<file path="config.mk">
export PLATFORM = sky130hd
export DESIGN_NAME = dsmp_front
export DESIGN_NICKNAME = d
export VERILOG_FILES = /design/src/rtl/core/dsmp_pkg.sv /design/src/rtl/core/dsmp_front.sv
export SDC_FILE = /design/constraint.sdc
export NUM_CORES = 1
export LEC_CHECK = 0
export BUFFER_PORTS_ARGS = -buffer_cell sky130_fd_sc_hd__buf_2
export CORE_MARGIN = 2
export CORE_UTILIZATION = 24
export DETAILED_ROUTE_END_ITERATION = 10
export MAX_ROUTING_LAYER = met4
export PLACE_DENSITY_LB_ADDON = 0.2
export SLEW_MARGIN = 15
export SYNTH_ARGS = -nofsm -noshare
export SYNTH_HDL_FRONTEND = slang
export SYNTH_SLANG_ARGS = --single-unit
</file>
<file path="constraint.sdc">
create_clock -name vclk -period 1.3
set_input_delay 0.065 -clock vclk [all_inputs]
set_output_delay 0.065 -clock vclk [all_outputs]
set_load 0.005 [all_outputs]
</file>
<file path="src/rtl/core/dsmp_pkg.sv">
// ----------------------------------------------------------------------------
// dsmp_pkg
// Shared codes, command type and CV index reduction for the service-mode
// programmer.
// ----------------------------------------------------------------------------
package dsmp_pkg;

    // Store size default and index width of a queued command
    localparam int unsigned CV_COUNT_DEFAULT = 1024;
    localparam int unsigned CMD_IDX_W        = 10;

    // Acknowledge pulse length after reset
    localparam logic [3:0] ACK_TICKS_RESET = 4'd12;

    // Input modes (tuser)
    localparam logic [2:0] MODE_TICK    = 3'd0;
    localparam logic [2:0] MODE_PAGED   = 3'd1;
    localparam logic [2:0] MODE_DIRECT  = 3'd2;
    localparam logic [2:0] MODE_CLEAR   = 3'd3;
    localparam logic [2:0] MODE_PRELOAD = 3'd4;

    // Command kinds after classification
    localparam logic [2:0] KIND_TICK    = 3'd0;
    localparam logic [2:0] KIND_PAGED   = 3'd1;
    localparam logic [2:0] KIND_DIRECT  = 3'd2;
    localparam logic [2:0] KIND_CLEAR   = 3'd3;
    localparam logic [2:0] KIND_PRELOAD = 3'd4;
    localparam logic [2:0] KIND_NONE    = 3'd5;

    // Paged/physical opcodes, low three bits of byte 0
    localparam logic [2:0] OP_PHYS_CV29 = 3'b100;
    localparam logic [2:0] OP_PAGE_REG  = 3'b101;
    localparam logic [2:0] OP_PHYS_CV7  = 3'b110;
    localparam logic [2:0] OP_PHYS_CV8  = 3'b111;

    // Physical register CV numbers
    localparam int unsigned PHYS_CV29 = 29;
    localparam int unsigned PHYS_CV7  = 7;
    localparam int unsigned PHYS_CV8  = 8;

    // Direct-mode instruction, bits 3:2 of byte 0
    localparam logic [1:0] DIR_VERIFY = 2'b01;
    localparam logic [1:0] DIR_WRITE  = 2'b11;

    // Service flag bits
    localparam int unsigned FLAG_PAGE   = 0;
    localparam int unsigned FLAG_VERIFY = 1;
    localparam int unsigned FLAG_WRITE  = 2;

    typedef struct packed {
        logic [2:0]           kind;
        logic [7:0]           b0;
        logic [7:0]           b1;
        logic [7:0]           b2;
        logic [7:0]           b3;
        logic [CMD_IDX_W-1:0] idx;    // direct or preload store index
        logic [7:0]           value;  // preload value
    } cmd_t;

    // Reduce a value below 32 * count into 0..count-1 by restoring steps
    function automatic logic [12:0] cv_reduce(input logic [12:0] v,
                                              input int unsigned count);
        logic [14:0] r;
        logic [14:0] step;
        r = {2'b00, v};
        for (int k = 4; k >= 0; k--) begin
            step = 15'(count << k);
            if (r >= step) begin
                r = r - step;
            end
        end
        return r[12:0];
    endfunction

endpackage

</file>
<file path="src/rtl/core/dsmp_front.sv">
// ----------------------------------------------------------------------------
// dsmp_front
// Input side: accept items, classify the mode and precompute the store index
// of direct and preload items.
// ----------------------------------------------------------------------------
module dsmp_front #(
    parameter int unsigned CV_COUNT = dsmp_pkg::CV_COUNT_DEFAULT
) (
    input  logic           s_tvalid,
    output logic           s_tready,
    input  logic [55:0]    s_tdata,
    input  logic [2:0]     s_tuser,
    input  logic           clearing,
    input  logic           q_full,
    output logic           q_push,
    output dsmp_pkg::cmd_t q_data
);
    import dsmp_pkg::*;

    logic [2:0]  kind;
    logic [12:0] pre_sum;
    logic [12:0] dir_sum;
    logic [12:0] idx_full;

    always_comb begin
        case (s_tuser)
            MODE_TICK:    kind = KIND_TICK;
            MODE_PAGED:   kind = KIND_PAGED;
            MODE_DIRECT:  kind = KIND_DIRECT;
            MODE_CLEAR:   kind = KIND_CLEAR;
            MODE_PRELOAD: kind = KIND_PRELOAD;
            default:      kind = KIND_NONE;
        endcase
    end

    // CV number minus one, wrapped into the store
    assign pre_sum  = 13'(s_tdata[42:32]) + 13'(CV_COUNT - 1);
    assign dir_sum  = {3'b000, s_tdata[1:0], s_tdata[15:8]};
    assign idx_full = cv_reduce((kind == KIND_PRELOAD) ? pre_sum : dir_sum, CV_COUNT);

    always_comb begin
        q_data.kind  = kind;
        q_data.b0    = s_tdata[7:0];
        q_data.b1    = s_tdata[15:8];
        q_data.b2    = s_tdata[23:16];
        q_data.b3    = s_tdata[31:24];
        q_data.idx   = idx_full[CMD_IDX_W-1:0];
        q_data.value = s_tdata[50:43];
    end

    assign s_tready = !q_full && !clearing;
    assign q_push   = s_tvalid && s_tready;

endmodule

</file>
* After elaboration in Yosys (flattened, before gate mapping)
Index checks and enable logic that the tools add are counted.
** Storage, ports and cells
- Register bits after elaboration :: 0
- Bits of input ports :: 62
** Operators by class
- Add/subtract/negate cells :: 4
- $lt $le $gt $ge :: 3
- Equality and inequality tests :: 5
- Mux-type cells :: 5
- Reductions and logical operators :: 5
** Operators by type and width (number)
- $mux W15 :: 2
- $ge A15 B11 Y1 const B :: 1
- $ge A15 B12 Y1 const B :: 1
- $pmux W3 S5 :: 1
- $sub A15 B12 Y15 const B :: 1
- $sub A12 B13 Y14 const B :: 1
- $ge A12 B13 Y1 const B :: 1
- $add A11 B10 Y12 const B :: 1
- $mux W12 :: 1
- $mux W10 :: 1
- $sub A10 B1 Y10 const B :: 1
- $eq A3 B2 Y1 const B :: 2
- $eq A3 B3 Y1 const B :: 2
- $eq A3 B1 Y1 const B :: 1
- $logic_not A3 Y1 :: 1
- $logic_and A1 B1 Y1 :: 2
- $logic_not A1 Y1 :: 2

* Logic depth before layout (Yosys ltp)
- Word-level depth :: 10
- Gate-level depth with buffers :: 5

* Worst setup path after synthesis
Ideal clock, no wire load.
- Kind :: input to output
- Start point :: input s_tdata[32]
- End point :: output q_data[17] (netlist name)
- Data arrival time :: 1297 ps
- Slack :: -62 ps
- Stages :: 4
- Path buffers :: 1
- Cell sequence :: or4_1 buf_2 or4_1 a31oi_1
** RTL lines
- from (decl) :: line dsmp_front.sv:11 : input logic [55:0] s_tdata,
- to (decl) :: line dsmp_front.sv:16 : output dsmp_pkg::cmd_t q_data

==> results.sh <==
export IMPL_status="finished with violations"
export IMPL_violations="negative setup slack"
export IMPL_nets=179
export IMPL_maxSlewHeadroom=0.818
export IMPL_fin_crit_sh=1.16
export IMPL_dieArea_um2=2960
export IMPL_dr_wl_met2_um=746
export IMPL_crit_required_ps=1240
export IMPL_worst_pin_slew_ps=269
export IMPL_nClkBuffers=0
export IMPL_syn2layout_area_growth_pct=29.1
export IMPL_diodes=0
export IMPL_grt_pass1_vias=598
export IMPL_pin_count=117
export IMPL_p_leak_nw=0.410
export IMPL_rsz0062_at_grt="yes"
export IMPL_drv_cap=0
export IMPL_wirelength_um=1650
export IMPL_grt_ovfl_total=0
export IMPL_path_class="input port to output port"
export IMPL_drt_iter0_drc=7
export IMPL_avgSynthCellArea_um2=6.78
export IMPL_worstSetupEndpointType="output port"
export IMPL_die_h_um=54.4
export IMPL_start_util=0.249
export IMPL_post_drt_wl_per_cell_um=11.4
export IMPL_switchingPower_mw=0.0951
export IMPL_power_frac_clock=0
export IMPL_placed_area_um2=696
export IMPL_ys_warn_count=0
export IMPL_drive_gt1_frac=0.711
export IMPL_multi_input_area_um2=343
export IMPL_antenna_left=0
export IMPL_grt_max_degree=11
export IMPL_hold_path_class="input port to output port"
export IMPL_drt_pass1_iterations=2
export IMPL_finalSetupViolations=4
export IMPL_pre_cts_ws_ps=-296
export IMPL_route_detailed_drc=0
export IMPL_wl_met1_um=617
export IMPL_min_period_ps=1510
export IMPL_p_per_area_nw_per_um2=281
export IMPL_path_max_fanout=3
export IMPL_vias=650
export IMPL_synthTopCellsByCount="buf_4 (40), nand2_1 (7), nor2_1 (5), o21ai_0 (4), or4_1 (4)"
export IMPL_top_layer="met4"
export IMPL_routed_via_density=4.51
export IMPL_synth_area_um2=611
export IMPL_hold_violations=0
export IMPL_ys_top_cells_by_area="buf_4 (49%), or4_1 (4.9%), nand2_1 (4.3%)"
export IMPL_die_width_um=54.4
export IMPL_synth_nets=153
export IMPL_power_frac_comb=1.000
export IMPL_synth_top_area_cell="buf_4"
export IMPL_worstSetupStartpointType="input port"
export IMPL_grt_pass1_wl_um=2390
export IMPL_fillers=288
export IMPL_synth_cell_type_count=25
export IMPL_cp_arrival_ps=1440
export IMPL_design_seq_count=0
export IMPL_p_int_mw=0.126
export IMPL_peakVddDrop_mv=0.0927
export IMPL_coreArea_um2=2450
export IMPL_seq_area_frac_synth=0
export IMPL_max_freq_mhz=664
export IMPL_regArea_um2=0
export IMPL_port_buffers=51
export IMPL_antenna_found_initial=0
export IMPL_dpl_hpwl_um=1400
export IMPL_gp_congestion=0.791
export IMPL_num_rows=18
export IMPL_fin_util=0.321
export IMPL_grt_total_usage=0.107
export IMPL_synth_top_cell_area_share=0.492
export IMPL_post_synth_top_count_cell="buf_4"
export IMPL_p_seq_frac=0
export IMPL_fin_ws_ps=-206
export IMPL_swShare=0.429
export IMPL_slew_viol_final=0
export IMPL_synthCells=90
export IMPL_route_met3_wl_um=219
export IMPL_stdcell_area_um2=788
-- kinds of logic (layout without fill, tap and decap cells) --
group,Yosys count,after routing,share of synthesized area
simple gates,28,28,0.273
buf+inv,45,69,0.525
xor+xnor,2,2,0.0287
fa+ha+maj,1,1,0.0205
compound gates,14,14,0.154
-- routing by layer --
| metal | track usage | vias to the layer above |
|---|---|---|
| met4 | 0.0625 | 0 |
| li1 | - | 320 |
| met5 | - | - |
| met1 | 0.100 | 271 |
| met2 | 0.199 | 45 |
| met3 | 0.0246 | 14 |
-- worst paths after layout --
kind | start | endpoint | slack, ps | cells past startpoint
setup / recovery | s_tdata[39] | q_data[16] | -210 | 6
hold / removal | s_tdata[24] | q_data[18] | 130 | 0
-- through the flow --
step | TNS (ps) | hold slack (ps) | cells | total power, mW
final | -540 | 130 | 144 | 0.222
after detailed placement | -1180 | 130 | 142 | 0.199
after floorplan | -61.7 | 160 | 90 | 0.158
after global routing | -773 | 130 | 144 | 0.248
after CTS | -528 | 130 | 144 | 0.220
after global placement | -1140 | 130 | 142 | 0.197
-- power groups by stage --
stage               registers (mW)  clock network [mW]  logic [mW]
floorplan                        0                   0       0.158
global placement                 0                   0       0.197
detailed placement               0                   0       0.199
CTS                              0                   0       0.220
global route                     0                   0       0.248
finish                           0                   0       0.222
-- cells in the final DEF, fill, tap and decap left out --
cell type and instances:
nand3_2 1, nand2_1 7, o41ai_1 1, inv_4 1, nand3_1 2, buf_8 1
or4_1 1, a31oi_1 3, buf_4 16, ha_4 1, a21o_1 1, o311ai_2 1
inv_2 1, or2_2 1, or4_4 4, buf_2 48, nor2_1 5, o31ai_1 2
nand4b_1 1, o21ai_0 4, xnor2_1 2, o211ai_1 2, nor3b_4 1, buf_6 2
or3b_4 2, and2_1 1, nor2b_1 1, nor3b_2 1
-- final cells by class --
cell class	instances	share of cell area
Timing Repair Buffer	67	0.505
Inverter	2	0.0127
Multi-Input combinational cell	45	0.435
Tap cell	30	0.0476
-- worst max-delay path, cell delays in order --
cell and delay (ps):
buf_6 90, or4_4 530, buf_4 160, or4_4 410
nand3_2 80, buf_2 100
-- timing repair --
item	CTS	global route
hold buffers	0	0
gates resized for setup	15	5
setup endpoints to repair	7	6
buffers inserted	2	0
pin swaps	5	1
Power figures use the tool's default switching activity.
