File: src/rtl/core/dsmp_pkg.sv
// ----------------------------------------------------------------------------
// dsmp_pkg
// Shared codes, command type and CV index reduction for the service-mode
// programmer.
// ----------------------------------------------------------------------------
package dsmp_pkg;

    // Store size default and index width of a queued command
    localparam int unsigned CV_COUNT_DEFAULT = 1024;
    localparam int unsigned CMD_IDX_W        = 10;

    // Acknowledge pulse length after reset
    localparam logic [3:0] ACK_TICKS_RESET = 4'd12;

    // Input modes (tuser)
    localparam logic [2:0] MODE_TICK    = 3'd0;
    localparam logic [2:0] MODE_PAGED   = 3'd1;
    localparam logic [2:0] MODE_DIRECT  = 3'd2;
    localparam logic [2:0] MODE_CLEAR   = 3'd3;
    localparam logic [2:0] MODE_PRELOAD = 3'd4;

    // Command kinds after classification
    localparam logic [2:0] KIND_TICK    = 3'd0;
    localparam logic [2:0] KIND_PAGED   = 3'd1;
    localparam logic [2:0] KIND_DIRECT  = 3'd2;
    localparam logic [2:0] KIND_CLEAR   = 3'd3;
    localparam logic [2:0] KIND_PRELOAD = 3'd4;
    localparam logic [2:0] KIND_NONE    = 3'd5;

    // Paged/physical opcodes, low three bits of byte 0
    localparam logic [2:0] OP_PHYS_CV29 = 3'b100;
    localparam logic [2:0] OP_PAGE_REG  = 3'b101;
    localparam logic [2:0] OP_PHYS_CV7  = 3'b110;
    localparam logic [2:0] OP_PHYS_CV8  = 3'b111;

    // Physical register CV numbers
    localparam int unsigned PHYS_CV29 = 29;
    localparam int unsigned PHYS_CV7  = 7;
    localparam int unsigned PHYS_CV8  = 8;

    // Direct-mode instruction, bits 3:2 of byte 0
    localparam logic [1:0] DIR_VERIFY = 2'b01;
    localparam logic [1:0] DIR_WRITE  = 2'b11;

    // Service flag bits
    localparam int unsigned FLAG_PAGE   = 0;
    localparam int unsigned FLAG_VERIFY = 1;
    localparam int unsigned FLAG_WRITE  = 2;

    typedef struct packed {
        logic [2:0]           kind;
        logic [7:0]           b0;
        logic [7:0]           b1;
        logic [7:0]           b2;
        logic [7:0]           b3;
        logic [CMD_IDX_W-1:0] idx;    // direct or preload store index
        logic [7:0]           value;  // preload value
    } cmd_t;

    // Reduce a value below 32 * count into 0..count-1 by restoring steps
    function automatic logic [12:0] cv_reduce(input logic [12:0] v,
                                              input int unsigned count);
        logic [14:0] r;
        logic [14:0] step;
        r = {2'b00, v};
        for (int k = 4; k >= 0; k--) begin
            step = 15'(count << k);
            if (r >= step) begin
                r = r - step;
            end
        end
        return r[12:0];
    endfunction

endpackage

File: src/rtl/core/dsmp_queue.sv
// ----------------------------------------------------------------------------
// dsmp_queue
// Two-entry command queue between the front and the back.
// ----------------------------------------------------------------------------
module dsmp_queue (
    input  logic           aclk,
    input  logic           aresetn,
    input  logic           push,
    input  dsmp_pkg::cmd_t push_data,
    output logic           full,
    input  logic           pop,
    output logic           valid,
    output dsmp_pkg::cmd_t head
);
    import dsmp_pkg::*;

    localparam int unsigned DEPTH = 2;
    localparam int unsigned PTR_W = $clog2(DEPTH);

    cmd_t             entries_reg [DEPTH];
    logic [PTR_W-1:0] wr_ptr_reg;
    logic [PTR_W-1:0] rd_ptr_reg;
    logic [PTR_W:0]   count_reg;
    logic [PTR_W:0]   count_next;

    assign full  = (count_reg == (PTR_W+1)'(DEPTH));
    assign valid = (count_reg != '0);
    assign head  = entries_reg[rd_ptr_reg];

    always_comb begin
        count_next = count_reg;
        if (push && !(pop && valid)) begin
            count_next = count_reg + 1'b1;
        end else if (!push && pop && valid) begin
            count_next = count_reg - 1'b1;
        end
    end

    always_ff @(posedge aclk) begin
        if (!aresetn) begin
            wr_ptr_reg <= '0;
            rd_ptr_reg <= '0;
            count_reg  <= '0;
        end else begin
            if (push) begin
                wr_ptr_reg <= wr_ptr_reg + 1'b1;
            end
            if (pop && valid) begin
                rd_ptr_reg <= rd_ptr_reg + 1'b1;
            end
            count_reg <= count_next;
        end
    end

    always_ff @(posedge aclk) begin
        if (push) begin
            entries_reg[wr_ptr_reg] <= push_data;
        end
    end

endmodule

File: config.mk
export PLATFORM = sky130hd
export DESIGN_NAME = dsmp_queue
export DESIGN_NICKNAME = d
export VERILOG_FILES = /design/src/rtl/core/dsmp_pkg.sv /design/src/rtl/core/dsmp_queue.sv
export SDC_FILE = /design/constraint.sdc
export NUM_CORES = 1
export LEC_CHECK = 0
export BUFFER_PORTS_ARGS = -buffer_cell sky130_fd_sc_hd__clkbuf_2
export CAP_MARGIN = 10
export CELL_PAD_IN_SITES_DETAIL_PLACEMENT = 0
export CELL_PAD_IN_SITES_GLOBAL_PLACEMENT = 1
export CORE_MARGIN = 2
export CORE_UTILIZATION = 48
export DETAILED_ROUTE_END_ITERATION = 8
export PLACE_DENSITY = 0.88
export SKIP_LAST_GASP = 1
export SLEW_MARGIN = 25
export SYNTH_ARGS = -nofsm -noshare
export SYNTH_HDL_FRONTEND = slang
export SYNTH_SLANG_ARGS = --single-unit
File: constraint.sdc
create_clock -name aclk -period 8.4 [get_ports aclk]
set_input_delay 0.42 -clock aclk [delete_from_list [all_inputs] [get_ports aclk]]
set_output_delay 0.42 -clock aclk [all_outputs]
set_load 0.02 [all_outputs]
; ---- Word level (Yosys, flattened, before mapping)
; Memories as Yosys holds them, arrays and structs flattened. A register that Yosys moved wholly into a read port is not among the register bits.
; Index checks and enable logic that the tools add are counted.
[totals]
in_bits = 57
reg_bits = 4
memories = 1
ramBits = 106
output_inout_bits = 55
wordCells = 23
[classes]
reduce_logical = 8
n_eq_ne = 1
n_mux = 6
n_addsub = 4
[mem_list]
columns = name, depth, word_bits, read_ports, rd_ports_with_merged_regs, wr, line_no
row1 = entries_reg, 2, 53, 1, 1, 1, dsmp_queue.sv:20  ; cmd_t entries_reg [DEPTH];
[ops]
columns = operator, n
row1 = logical AND 1 bit, 4
row2 = 2-to-1 mux 1 bit, 4
row3 = 2-to-1 mux 2 bit, 2
row4 = nonzero test 2 bit, 2
row5 = "adder 1 bit, second input constant", 2
row6 = "adder 2 x 1 -> 2 bit, second input constant", 1
row7 = "== test 2 bit, second input constant", 1
row8 = logical NOT 1 bit, 2
row9 = "subtractor 2 x 1 -> 2 bit, second input constant", 1

; ---- Logic depth before layout (Yosys ltp)
; Gate-level depths: netlist of the first run.
[depth]
ltp_word = 5
ltp_mapped = 3
mapped_depth_nobuf = 3

; ---- Worst setup path after synthesis of the first run
; OpenSTA, ideal clock, no wires.
[synth_timing]
kind = input to register
from = in push
to = mem entries_reg[0][0] in the netlist's numbering (enable)
arrival_time_ps = 2796
t_required_ps = 7929
setup_slack_ps = 5133
setup_ps = 471
n_path_buf = 0
path_stages = 1
cell_sequence = nor2b_1
[synth_via]
elab_chain_len = 2
[synth_lines]
columns = element, line_no
row1 = from (decl), dsmp_queue.sv:8  ; input logic push,
row2 = 2-to-1 mux 1 bit, dsmp_queue.sv:56  ; if (push) begin
row3 = 2-to-1 mux 1 bit (not written as such), dsmp_queue.sv:57  ; entries_reg[wr_ptr_reg] <= push_data;
row4 = to (decl), dsmp_queue.sv:20
; Every way passes these cells.

==> results of run 1 <==
==> worst max-delay path by stage <==
stage | from | to | slack, ns | cells after the start
2_1_floorplan | push | entries_reg[0][0]$_DFFE_PP_ | 5.13 | 1
3_3_place_gp | push | entries_reg[0][39]$_DFFE_PP_ | 6.34 | 3
3_5_place_dp | push | entries_reg[0][52]$_DFFE_PP_ | 6.25 | 3
4_1_cts | flip-flop | head[37] | 5.96 | 2
5_1_grt | flip-flop | head[33] | 5.87 | 2
6_report | flip-flop | head[33] | 6.01 | 2
==> worst register-to-register path: stages, from the launching register on <==
cell     delay (ns)
dfxtp_1        0.35
nor2b_4        0.63
buf_4          0.50
==> layout by cell type (no fill, tap or decap), drive strengths merged <==
cell type and instances:
o21ai 1, xnor2 1, nor2b 4, o211ai 1, mux2 53, nand2 1, clkbuf 121, nand2b 2
o21a 1, nor2 1, or2 1, edfxtp 106, and2 3, buf 2, clkinvlp 2, clkinv 2
inv 1, mux2i 1, dfxtp 5, nand4b 1, a21oi 2
==> layer usage <==
metal	vias up	GRT usage
li1	973	-
met1	991	0.172
met2	70	0.226
met3	10	0.0518
met4	0	0.0537
met5	-	0
==> final cells by class <==
type                    instances  area (µm²)  area share
flip-flops and latches        111        3290       0.647
multi-input cells              73         923       0.182
repair buffers                113         571       0.112
well taps                     108         135      0.0266
clock buffers                  10         128      0.0251
clock inverters                 5        33.8     0.00665
==> through the flow <==
step	hold slack, ns	util	std cells
2_1_floorplan	0.519	-	190
3_3_place_gp	0.565	0.564	405
3_5_place_dp	0.563	0.564	405
4_1_cts	0.222	0.582	420
5_1_grt	0.213	0.582	420
6_report	0.241	0.582	420
==> synth_stat cells <==
library cell / instances / area (µm²)
edfxtp_1: 106 / 3180
mux2_4: 50 / 751
buf_12: 5 / 100
dfxtp_1: 5 / 100
and2_1: 3 / 18.8
mux2_2: 3 / 33.8
nor2b_1: 3 / 18.8
a21oi_1: 2 / 10.0
nand2b_1: 2 / 12.5
buf_6: 1 / 11.3
mux2i_1: 1 / 10.0
nand2_1: 1 / 3.75
nand4b_1: 1 / 8.76
nor2_1: 1 / 3.75
nor2b_2: 1 / 8.76
o211ai_1: 1 / 7.51
o21a_1: 1 / 7.51
o21ai_1: 1 / 5.00
or2_2: 1 / 6.26
xnor2_1: 1 / 8.76
==> cell families after synthesis <==
group / count (synthesis) / share of synthesized area
flops: 111 / 0.762
compound gates: 5 / 0.00697
simple gates: 13 / 0.0189
buf+inv: 6 / 0.0258
xor+xnor: 1 / 0.00203
mux: 54 / 0.184
==> where the power goes <==
| group | switching [mW] | leakage [nW] | internal (mW) | total (mW) |
|---|---|---|---|---|
| sequential | 0.0179 | 1.04 | 0.637 | 0.655 |
| combinational | 0.0688 | 0.894 | 0.0670 | 0.136 |
| clock | 0.168 | 0.0785 | 0.107 | 0.275 |
==> results.ini, run 1 <==
[status]
status=finished, final reports clean

[timing]
fin_tns_setup_ns=0
rsz0062_at_grt=false
worst_pin_slew_ns=0.979
min_period_ns=2.39
setup_viol=0
slew_headroom=0.347
period_share=0.284
max_freq_mhz=419
drv_slew=0
setup_slack_ns=6.01
hold_viol=0
fin_skew_ns=0.0123

[power]
power_mw=1.07
pwr_density_cell_mw_per_mm2=210
p_leak_nw=2.01
vdd_drop_max_v=0.0000801

[setup_path]
rrSetupSlack_ns=6.58
crit_family=flip-flops
crit_required_ns=7.98
ff2ff_path_depth=2
worst_path_max_delay_cell=dfxtp_4
r2r-start=wr_ptr_reg$_SDFFE_PN0P_
cp-end-kind=primary output
crit_path_start_kind=flip-flop
worst-path-max-fanout=53
cp_cell_sequence=mux2_2 -> clkbuf_2
cp.buffers_inverters=1
worst_r2r_endpoint=entries_reg[0][49]$_DFFE_PP_
critPathArrivalTime_ns=1.97
critPathKind=flip-flop to primary output
cp_slowest_stage_delay_ns=1.01

[floorplanning]
dieArea_mm2=0.00975
fp-row-count=34
die-width_um=98.8
top_level_ports=112
core_mm2=0.00872
fp.dieH_um=98.8
initial_core_util=0.494

[clocking]
cts_hold_buf=0
clkLatencyLatePin_ns=0.36
cts_tree=yes
clockRootBuffer=clkbuf_8
clock_sinks=111
cts_post_setup_buffers_inserted=0
cts-buffers-inserted=9
htreeDepth=3
cts_buffer_depth=2
post_cts_resized=0
clk_pin_slew_ns=0.10

[finish]
syn_to_final_growth_pct=17.8
layout.nets=365
drive_above_1_share=0.593
fillers=669
diodes=0
stdcell_area_mm2=0.00508
largest_reg_flops=106

[route]
wl_per_cell_um=15.9
remaining_drc_errors=0
routed_wl_mm=6.66
met3WireLength_um=437
drtPass1Iterations=4
ant_nets=0
drtIter0Drc=86
met2_length_mm=3.29
routed.top_layer=met4
wl_met1_mm=2.84
vias=2044
viasPerCell=4.87

[hold_path]
hold_end=entries_reg[0][31]$_DFFE_PP_
min-delay-start=push_data[31]
min_path_cells=1
hold_class=input pin to flip-flop

[synthesis]
synth_nets=247
ys_types=20
avgSynthCellArea_um2=22.7
syn_inst=190
synth_seq_cells=111
syn_area_mm2=0.00431
yosysSeqAreaShare=0.762
synth-warning-count=0

[global_route]
first_global_vias=2081
grt_max_degree=54
grt_usage=0.140
grt.overflow.total=0
grt_antenna_before_repair=0
grt_pass1_wl_mm=10.2

[place]
io_buffers=111
post-place-ws_ns=6.25
gp_congestion=0.707
dpl_cell_area_mm2=0.00492

[run]
maxCapViolCount=0

Note: power is estimated with default switching activity, not from simulation.
==> run 2, diff against run 1 <==
--- a/config.mk
+++ b/config.mk
@@ -10,9 +10,9 @@
 export CELL_PAD_IN_SITES_DETAIL_PLACEMENT = 0
 export CELL_PAD_IN_SITES_GLOBAL_PLACEMENT = 1
 export CORE_MARGIN = 2
-export CORE_UTILIZATION = 48
+export CORE_UTILIZATION = 44
 export DETAILED_ROUTE_END_ITERATION = 8
-export PLACE_DENSITY = 0.88
+export PLACE_DENSITY = 0.82
 export SKIP_LAST_GASP = 1
 export SLEW_MARGIN = 25
 export SYNTH_ARGS = -nofsm -noshare
==> constraint.sdc (replaced) <==
create_clock -name aclk -period 2.4 [get_ports aclk]
set_input_delay 0.12 -clock aclk [delete_from_list [all_inputs] [get_ports aclk]]
set_output_delay 0.12 -clock aclk [all_outputs]
set_load 0.02 [all_outputs]
==> run 2 against run 1 <==
Power rose to 3.7 times the previous value. Clock skew is 0.0039 ns lower. Critical path type unchanged. Final area grew 12%. Highest routed layer unchanged. Register-to-register slack lost 5.8 ns.
==> results.ini, run 2 (synthesized netlist as in run 1, its figures left out) <==
[route]
drtIter0Drc=54  ; -37%
routed_wl_mm=7.34  ; +10%
drtPass1Iterations=4  ; unchanged
vias=2267  ; +11%
viasPerCell=4.51  ; -7.4%
remaining_drc_errors=0  ; unchanged
ant_nets=0  ; unchanged
wl_per_cell_um=14.6  ; -8.0%

[floorplanning]
top_level_ports=112  ; unchanged
die-width_um=103  ; +4.3%
core_mm2=0.00964  ; +11%
fp.dieH_um=103  ; +4.3%
dieArea_mm2=0.0106  ; +8.7%
fp-row-count=36  ; +5.9%
initial_core_util=0.447  ; -0.0471

[power]
vdd_drop_max_v=0.000340  ; +320%
pwr_density_cell_mw_per_mm2=684  ; +230%
p_leak_nw=2.26  ; +13%

[timing]
fin_skew_ns=0.00836  ; -0.00394 ns
drv_slew=0  ; unchanged
rsz0062_at_grt=false
hold_viol=0  ; unchanged
fin_tns_setup_ns=0  ; unchanged
min_period_ns=1.86
slew_headroom=0.654  ; +0.306
worst_pin_slew_ns=0.520  ; -0.459 ns
setup_viol=0  ; unchanged
period_share=0.776
max_freq_mhz=537

[global_route]
grt_usage=0.142  ; +0.00203
grt_antenna_before_repair=0  ; unchanged
grt_pass1_wl_mm=11.0  ; +8.6%
grt.overflow.total=0  ; unchanged
first_global_vias=2407  ; +16%
grt_max_degree=33  ; -39%

[finish]
instances_no_fill=503  ; +20%
layout.nets=422  ; +16%
syn_to_final_growth_pct=32.3
mostFrequentLayoutCell=clkbuf_2
drive_above_1_share=0.505  ; -0.0875
largest_reg_flops=106  ; unchanged
mostFrequentLayoutCells=clkbuf_2, edfxtp_1, dlygate4sd3_1
diodes=0  ; unchanged

[clocking]
post_cts_resized=0  ; unchanged
cts_tree=yes
clkLatencyLatePin_ns=0.36  ; about the same
cts_buffer_depth=2  ; unchanged
htreeDepth=3  ; unchanged
clockRootBuffer=clkbuf_8
clock_sinks=111  ; unchanged
clk_pin_slew_ns=0.09  ; about the same
cts-buffers-inserted=9  ; unchanged

[setup_path]
cp_cell_sequence=buf_4 -> mux2_4 -> clkbuf_2
worst-path-max-fanout=16  ; -70%
worst_path_max_delay_cell=dfxtp_4
crit_family=flip-flops
crit_path_start_kind=flip-flop
rrSetupSlack_ns=0.80  ; -5.78 ns
worst_r2r_endpoint=entries_reg[1][12]$_DFFE_PP_
critical_path_depth=3  ; +1
critPathKind=flip-flop to primary output
critPathArrivalTime_ns=1.74  ; -0.23 ns
r2r-start=wr_ptr_reg$_SDFFE_PN0P_
cp_slowest_stage_delay_ns=0.55  ; -0.46 ns
cp-end-kind=primary output
crit_required_ns=2.28  ; -5.70 ns
ff2ff_path_depth=2  ; unchanged
cp.buffers_inverters=2  ; +1

[hold_path]
hold_class=input pin to flip-flop
min-delay-start=aresetn
hold_end=wr_ptr_reg$_SDFFE_PN0P_
min_path_cells=2  ; +1

[run]
maxCapViolCount=0  ; unchanged

[place]
io_buffers=111  ; unchanged
gp_congestion=0.656  ; -7.2%
place_inst=434  ; +7.2%
hpwl_mm=4.70

[status]
status=finished, final reports clean

[run 2: cell types whose count changed in the layout (fill, tap and decap cells not counted)]
cell | previous run | this run
buf_12 | 0 | 1
buf_4 | 2 | 5
bufinv_16 | 0 | 1
clkbuf_1 | 1 | 3
clkinv_1 | 0 | 1
clkinv_2 | 2 | 1
clkinvlp_4 | 2 | 1
dlygate4sd3_1 | 0 | 53
inv_6 | 1 | 0
[run 2: worst max-delay path by stage]
stage,from,end
finish,flip-flop,head[10]
global route,flip-flop,head[50]
CTS,flip-flop,head[4]
detailed placement,wr_ptr_reg$_SDFFE_PN0P_,entries_reg[1][13]$_DFFE_PP_
global placement,wr_ptr_reg$_SDFFE_PN0P_,entries_reg[1][13]$_DFFE_PP_
floorplan,wr_ptr_reg$_SDFFE_PN0P_,entries_reg[0][0]$_DFFE_PP_
[run 2: final cells by class]
cell class / count / area (µm²)
clock buffer: 12 / 135
clock inverter: 4 / 46.3
fill: 762 / 3940
multi-input combinational: 73 / 923
sequential: 111 / 3290
tap: 133 / 166
timing repair buffer: 170 / 1140
[run 2: repair_timing]
action / CTS / global route
setup buffers: 0 / 0
hold buffers: 53 / 0
hold endpoints to repair: 106 / 0
[run 2: power breakdown]
| group | switching (mW) | internal [mW] |
|---|---|---|
| Clock | 0.572 | 0.480 |
| Sequential | 0.0369 | 2.23 |
| Combinational | 0.287 | 0.296 |
| Total | 0.896 | 3.00 |
[run 2: per-stage QoR]
stage                     instance area, µm²  setup WS (ns)  hold WS [ns]   util  power [mW]
after detailed placement                4990          0.762         0.313  0.518        2.83
after floorplan                         4310          0.261         0.219      -        2.67
final                                   5700          0.538        0.0383  0.592        3.90
after CTS                               5700          0.483        0.0182  0.592        3.95
after global placement                  4990          0.796         0.311  0.518        2.82
after global routing                    5700          0.451        0.0343  0.592        4.07
[run 2: metal layers]
layer | vias to the layer above | wire length, µm | track usage
met5 | - | 0 | 0
met4 | 0 | 74 | 0.0455
met3 | 6 | 359 | 0.0434
met2 | 65 | 3980 | 0.259
met1 | 1106 | 2930 | 0.157
li1 | 1090 | - | -
==> run 3, diff against run 2 <==
--- a/config.mk
+++ b/config.mk
@@ -5,6 +5,7 @@
 export SDC_FILE = /design/constraint.sdc
 export NUM_CORES = 1
 export LEC_CHECK = 0
+export ABC_AREA = 1
 export BUFFER_PORTS_ARGS = -buffer_cell sky130_fd_sc_hd__clkbuf_2
 export CAP_MARGIN = 10
 export CELL_PAD_IN_SITES_DETAIL_PLACEMENT = 0
@@ -12,7 +13,7 @@
 export CORE_MARGIN = 2
 export CORE_UTILIZATION = 44
 export DETAILED_ROUTE_END_ITERATION = 8
-export PLACE_DENSITY = 0.82
+export PLACE_DENSITY = 0.83
 export SKIP_LAST_GASP = 1
 export SLEW_MARGIN = 25
 export SYNTH_ARGS = -nofsm -noshare
==> constraint.sdc (replaced) <==
create_clock -name aclk -period 1.9 [get_ports aclk]
set_input_delay 0.095 -clock aclk [delete_from_list [all_inputs] [get_ports aclk]]
set_output_delay 0.095 -clock aclk [all_outputs]
set_load 0.02 [all_outputs]
==> run 3 against run 2 <==
Clock skew increased by 0.0023 ns. Clock-buffer cell count decreased by 1. Utilization increased by 0.35 points. Register-to-register slack got worse by 0.23 ns. Synthesized cell count increased by 5.8%. Die area increased by 0.12%. First-iteration DRC count increased by 3.7%. Sequential share of layout area decreased by 0.34 points. Non-clock buffer count increased by 1. Hold slack improved by 0.035 ns. Critical path depth unchanged. Largest power group unchanged.
==> results.ini, run 3 <==
[clocking]
cts_buffer_depth=2  ; unchanged
clock_sinks=111  ; unchanged
cts-buffers-inserted=9  ; unchanged
clockRootBuffer=clkbuf_8
clkLatencyLatePin_ns=0.35  ; about the same
clk_pin_slew_ns=0.09  ; about the same
post_cts_resized=0  ; unchanged
htreeDepth=3  ; unchanged
cts_tree=yes

[floorplanning]
top_level_ports=112  ; unchanged
initial_core_util=0.448  ; +0.000519
dieArea_mm2=0.0106  ; +0.12%
fp.dieH_um=103  ; about the same
fp-row-count=36  ; unchanged
die-width_um=103  ; about the same
core_mm2=0.00964  ; unchanged

[synthesis]
syn_area_mm2=0.00431  ; +0.12%
synth_seq_cells=111  ; unchanged
ys_types=16  ; -20%
synth-warning-count=0  ; unchanged
synth_top_area_share=0.738  ; -0.000857
yosys.area.top_type=edfxtp_1
ys_top_cells_by_area=edfxtp_1, mux2_4, buf_12
synth_edf_count=106  ; unchanged
yosysSeqAreaShare=0.761  ; -0.000884
synth_nets=258  ; +4.5%
yosysMostFrequentCell=edfxtp_1
synth_async_sr_flop_share=0  ; unchanged
synthFlopType=edfxtp_1
avgSynthCellArea_um2=21.5  ; -5.4%
syn_inst=201  ; +5.8%
yosys-top-cells-count=edfxtp_1, mux2_4, nor2_1

[timing]
max_freq_mhz=557
min_period_ns=1.80
hold_viol=0  ; unchanged
fin_tns_setup_ns=0  ; unchanged
slew_headroom=0.711  ; +0.0573
period_share=0.945
drv_slew=0  ; unchanged
setup_viol=0  ; unchanged
worst_hold_slack_ns=0.0730  ; +0.0347 ns
setup_slack_ns=0.105  ; -0.433 ns
worst_pin_slew_ns=0.434  ; -0.0860 ns
rsz0062_at_grt=false
fin_skew_ns=0.0106  ; +0.00226 ns

[power]
p_comb_frac=0.175  ; +0.026
p_switching_mw=1.23  ; +37%
p_leak_nw=2.31  ; +2.0%
pwr-share-clk=0.245  ; -0.025
power_mw=4.97  ; +27%
pwr_density_cell_mw_per_mm2=867  ; +27%
swShare=0.248  ; +0.0178
power_frac_seq=0.580  ; about the same
vdd_drop_max_v=0.000525  ; +54%
p_int_mw=3.74  ; +25%

[setup_path]
cp_cell_sequence=buf_12 -> mux2_4 -> clkbuf_2
worst_r2r_endpoint=entries_reg[1][37]$_DFFE_PP_
critPathArrivalTime_ns=1.70  ; -0.04 ns
rrSetupSlack_ns=0.57  ; -0.23 ns
cp_slowest_stage_delay_ns=0.60  ; +0.05 ns
worst-path-max-fanout=21  ; +5
ff2ff_path_depth=3  ; +1
crit_path_start_kind=flip-flop
cp.buffers_inverters=2  ; unchanged
crit_required_ns=1.80  ; -0.48 ns
cp-end-kind=primary output
worst_path_max_delay_cell=dfxtp_4
crit_family=flip-flops
r2r-start=wr_ptr_reg$_SDFFE_PN0P_
critPathKind=flip-flop to primary output

[route]
drtIter0Drc=56  ; +3.7%
remaining_drc_errors=0  ; unchanged
ant_nets=0  ; unchanged
vias=2292  ; +1.1%
routed_wl_mm=7.25  ; -1.3%
wl_per_cell_um=14.1  ; -3.6%
drtPass1Iterations=4  ; unchanged
viasPerCell=4.45  ; -1.3%

[finish]
final_util=0.595  ; +0.00350
instances_no_fill=515  ; +2.4%
diodes=0  ; unchanged
syn_to_final_growth_pct=32.9
drive_above_1_share=0.495  ; -0.0106
stdcell_area_mm2=0.00574  ; +0.59%
seqCellArea_mm2=0.00329  ; unchanged
fillers=781  ; +2.5%
mostFrequentLayoutCells=clkbuf_2, edfxtp_1, dlygate4sd3_1
layout.nets=434  ; +2.8%
mostFrequentLayoutCell=clkbuf_2
largest_reg_flops=106  ; unchanged
multiInputGateArea_um2=897  ; -2.8%

[place]
dpl_cell_area_mm2=0.00503  ; +0.83%
post-place-ws_ns=0.456  ; -0.306 ns
hpwl_mm=4.76  ; +1.4%
io_buffers=111  ; unchanged
place_inst=445  ; +2.5%
gp_congestion=0.693  ; +5.6%

[hold_path]
min-delay-start=push
hold_end=wr_ptr_reg$_SDFFE_PN0P_
min_path_cells=3  ; +1
hold_class=input pin to flip-flop

[global_route]
grt_usage=0.135  ; -0.00702
first_global_vias=2153  ; -11%
grt_max_degree=31  ; -6.1%
grt_pass1_wl_mm=10.5  ; -5.1%
grt_antenna_before_repair=0  ; unchanged
grt.overflow.total=0  ; unchanged

[status]
status=finished, final reports clean

[run]
maxCapViolCount=0  ; unchanged

[run 3: cell types whose count changed after synthesis, moves of 2 or more]
cell,before,now
and2_1,3,0
nand2b_1,2,0
nor3_1,0,2
a21oi_1,2,0
nor2b_1,3,0
nand2_1,1,6
nand2_2,0,2
nor2_1,1,8
nand3_1,0,2
inv_1,0,7
[run 3: per-layer routing]
metal | GRT usage | up-vias | routed length, µm
met5 | 0 | - | 0
met4 | 0.0486 | 0 | 93
met3 | 0.0332 | 7 | 321
met2 | 0.238 | 70 | 3830
met1 | 0.160 | 1099 | 3000
li1 | - | 1116 | -
[run 3: worst max-delay path by stage]
stage | end | slack (ns) | cells after the start | from
finish | head[44] | 0.10 | 3 | flip-flop
global route | head[45] | 0.02 | 3 | flip-flop
CTS | head[44] | 0.07 | 3 | flip-flop
detailed placement | head[44] | 0.46 | 3 | flip-flop
global placement | head[44] | 0.47 | 3 | flip-flop
floorplan | entries_reg[1][0]$_DFFE_PP_ | 0.006 | 2 | wr_ptr_reg$_SDFFE_PN0P_
[run 3: cell type report]
type / instances / area share
clock buffer: 11 / 0.0229
clock inverter: 5 / 0.00567
inverter: 8 / 0.00524
multi-input combinational: 76 / 0.156
sequential: 111 / 0.573
tap: 133 / 0.0290
timing repair buffer: 171 / 0.208
[run 3: kinds of logic (layout without fill, tap and decap cells)]
family          Yosys count  after routing  synth area share
flops                   111            111             0.761
buf+inv                  14            195            0.0328
xor+xnor                  1              1           0.00203
compound gates            2              2           0.00261
simple gates             20             20            0.0197
mux                      53             53             0.182
[run 3: power by group through the flow]
stage               registers, mW  logic, mW  clock network [mW]
floorplan                    2.91      0.593                   0
global placement             2.94      0.779                   0
detailed placement           2.95      0.791                   0
CTS                          2.89      0.880                1.26
global route                 2.90      0.930                1.37
finish                       2.88      0.868                1.22
[run 3: worst register-to-register path, cell delays in order (launching register included)]
cell and delay, ns:
dfxtp_1 0.39, nand2_1 0.08, inv_2 0.32, buf_12 0.25
[run 3: repair_timing]
item,CTS,global route
endpoints found under the hold margin,107,0
buffers inserted,0,0
hold buffers,54,0
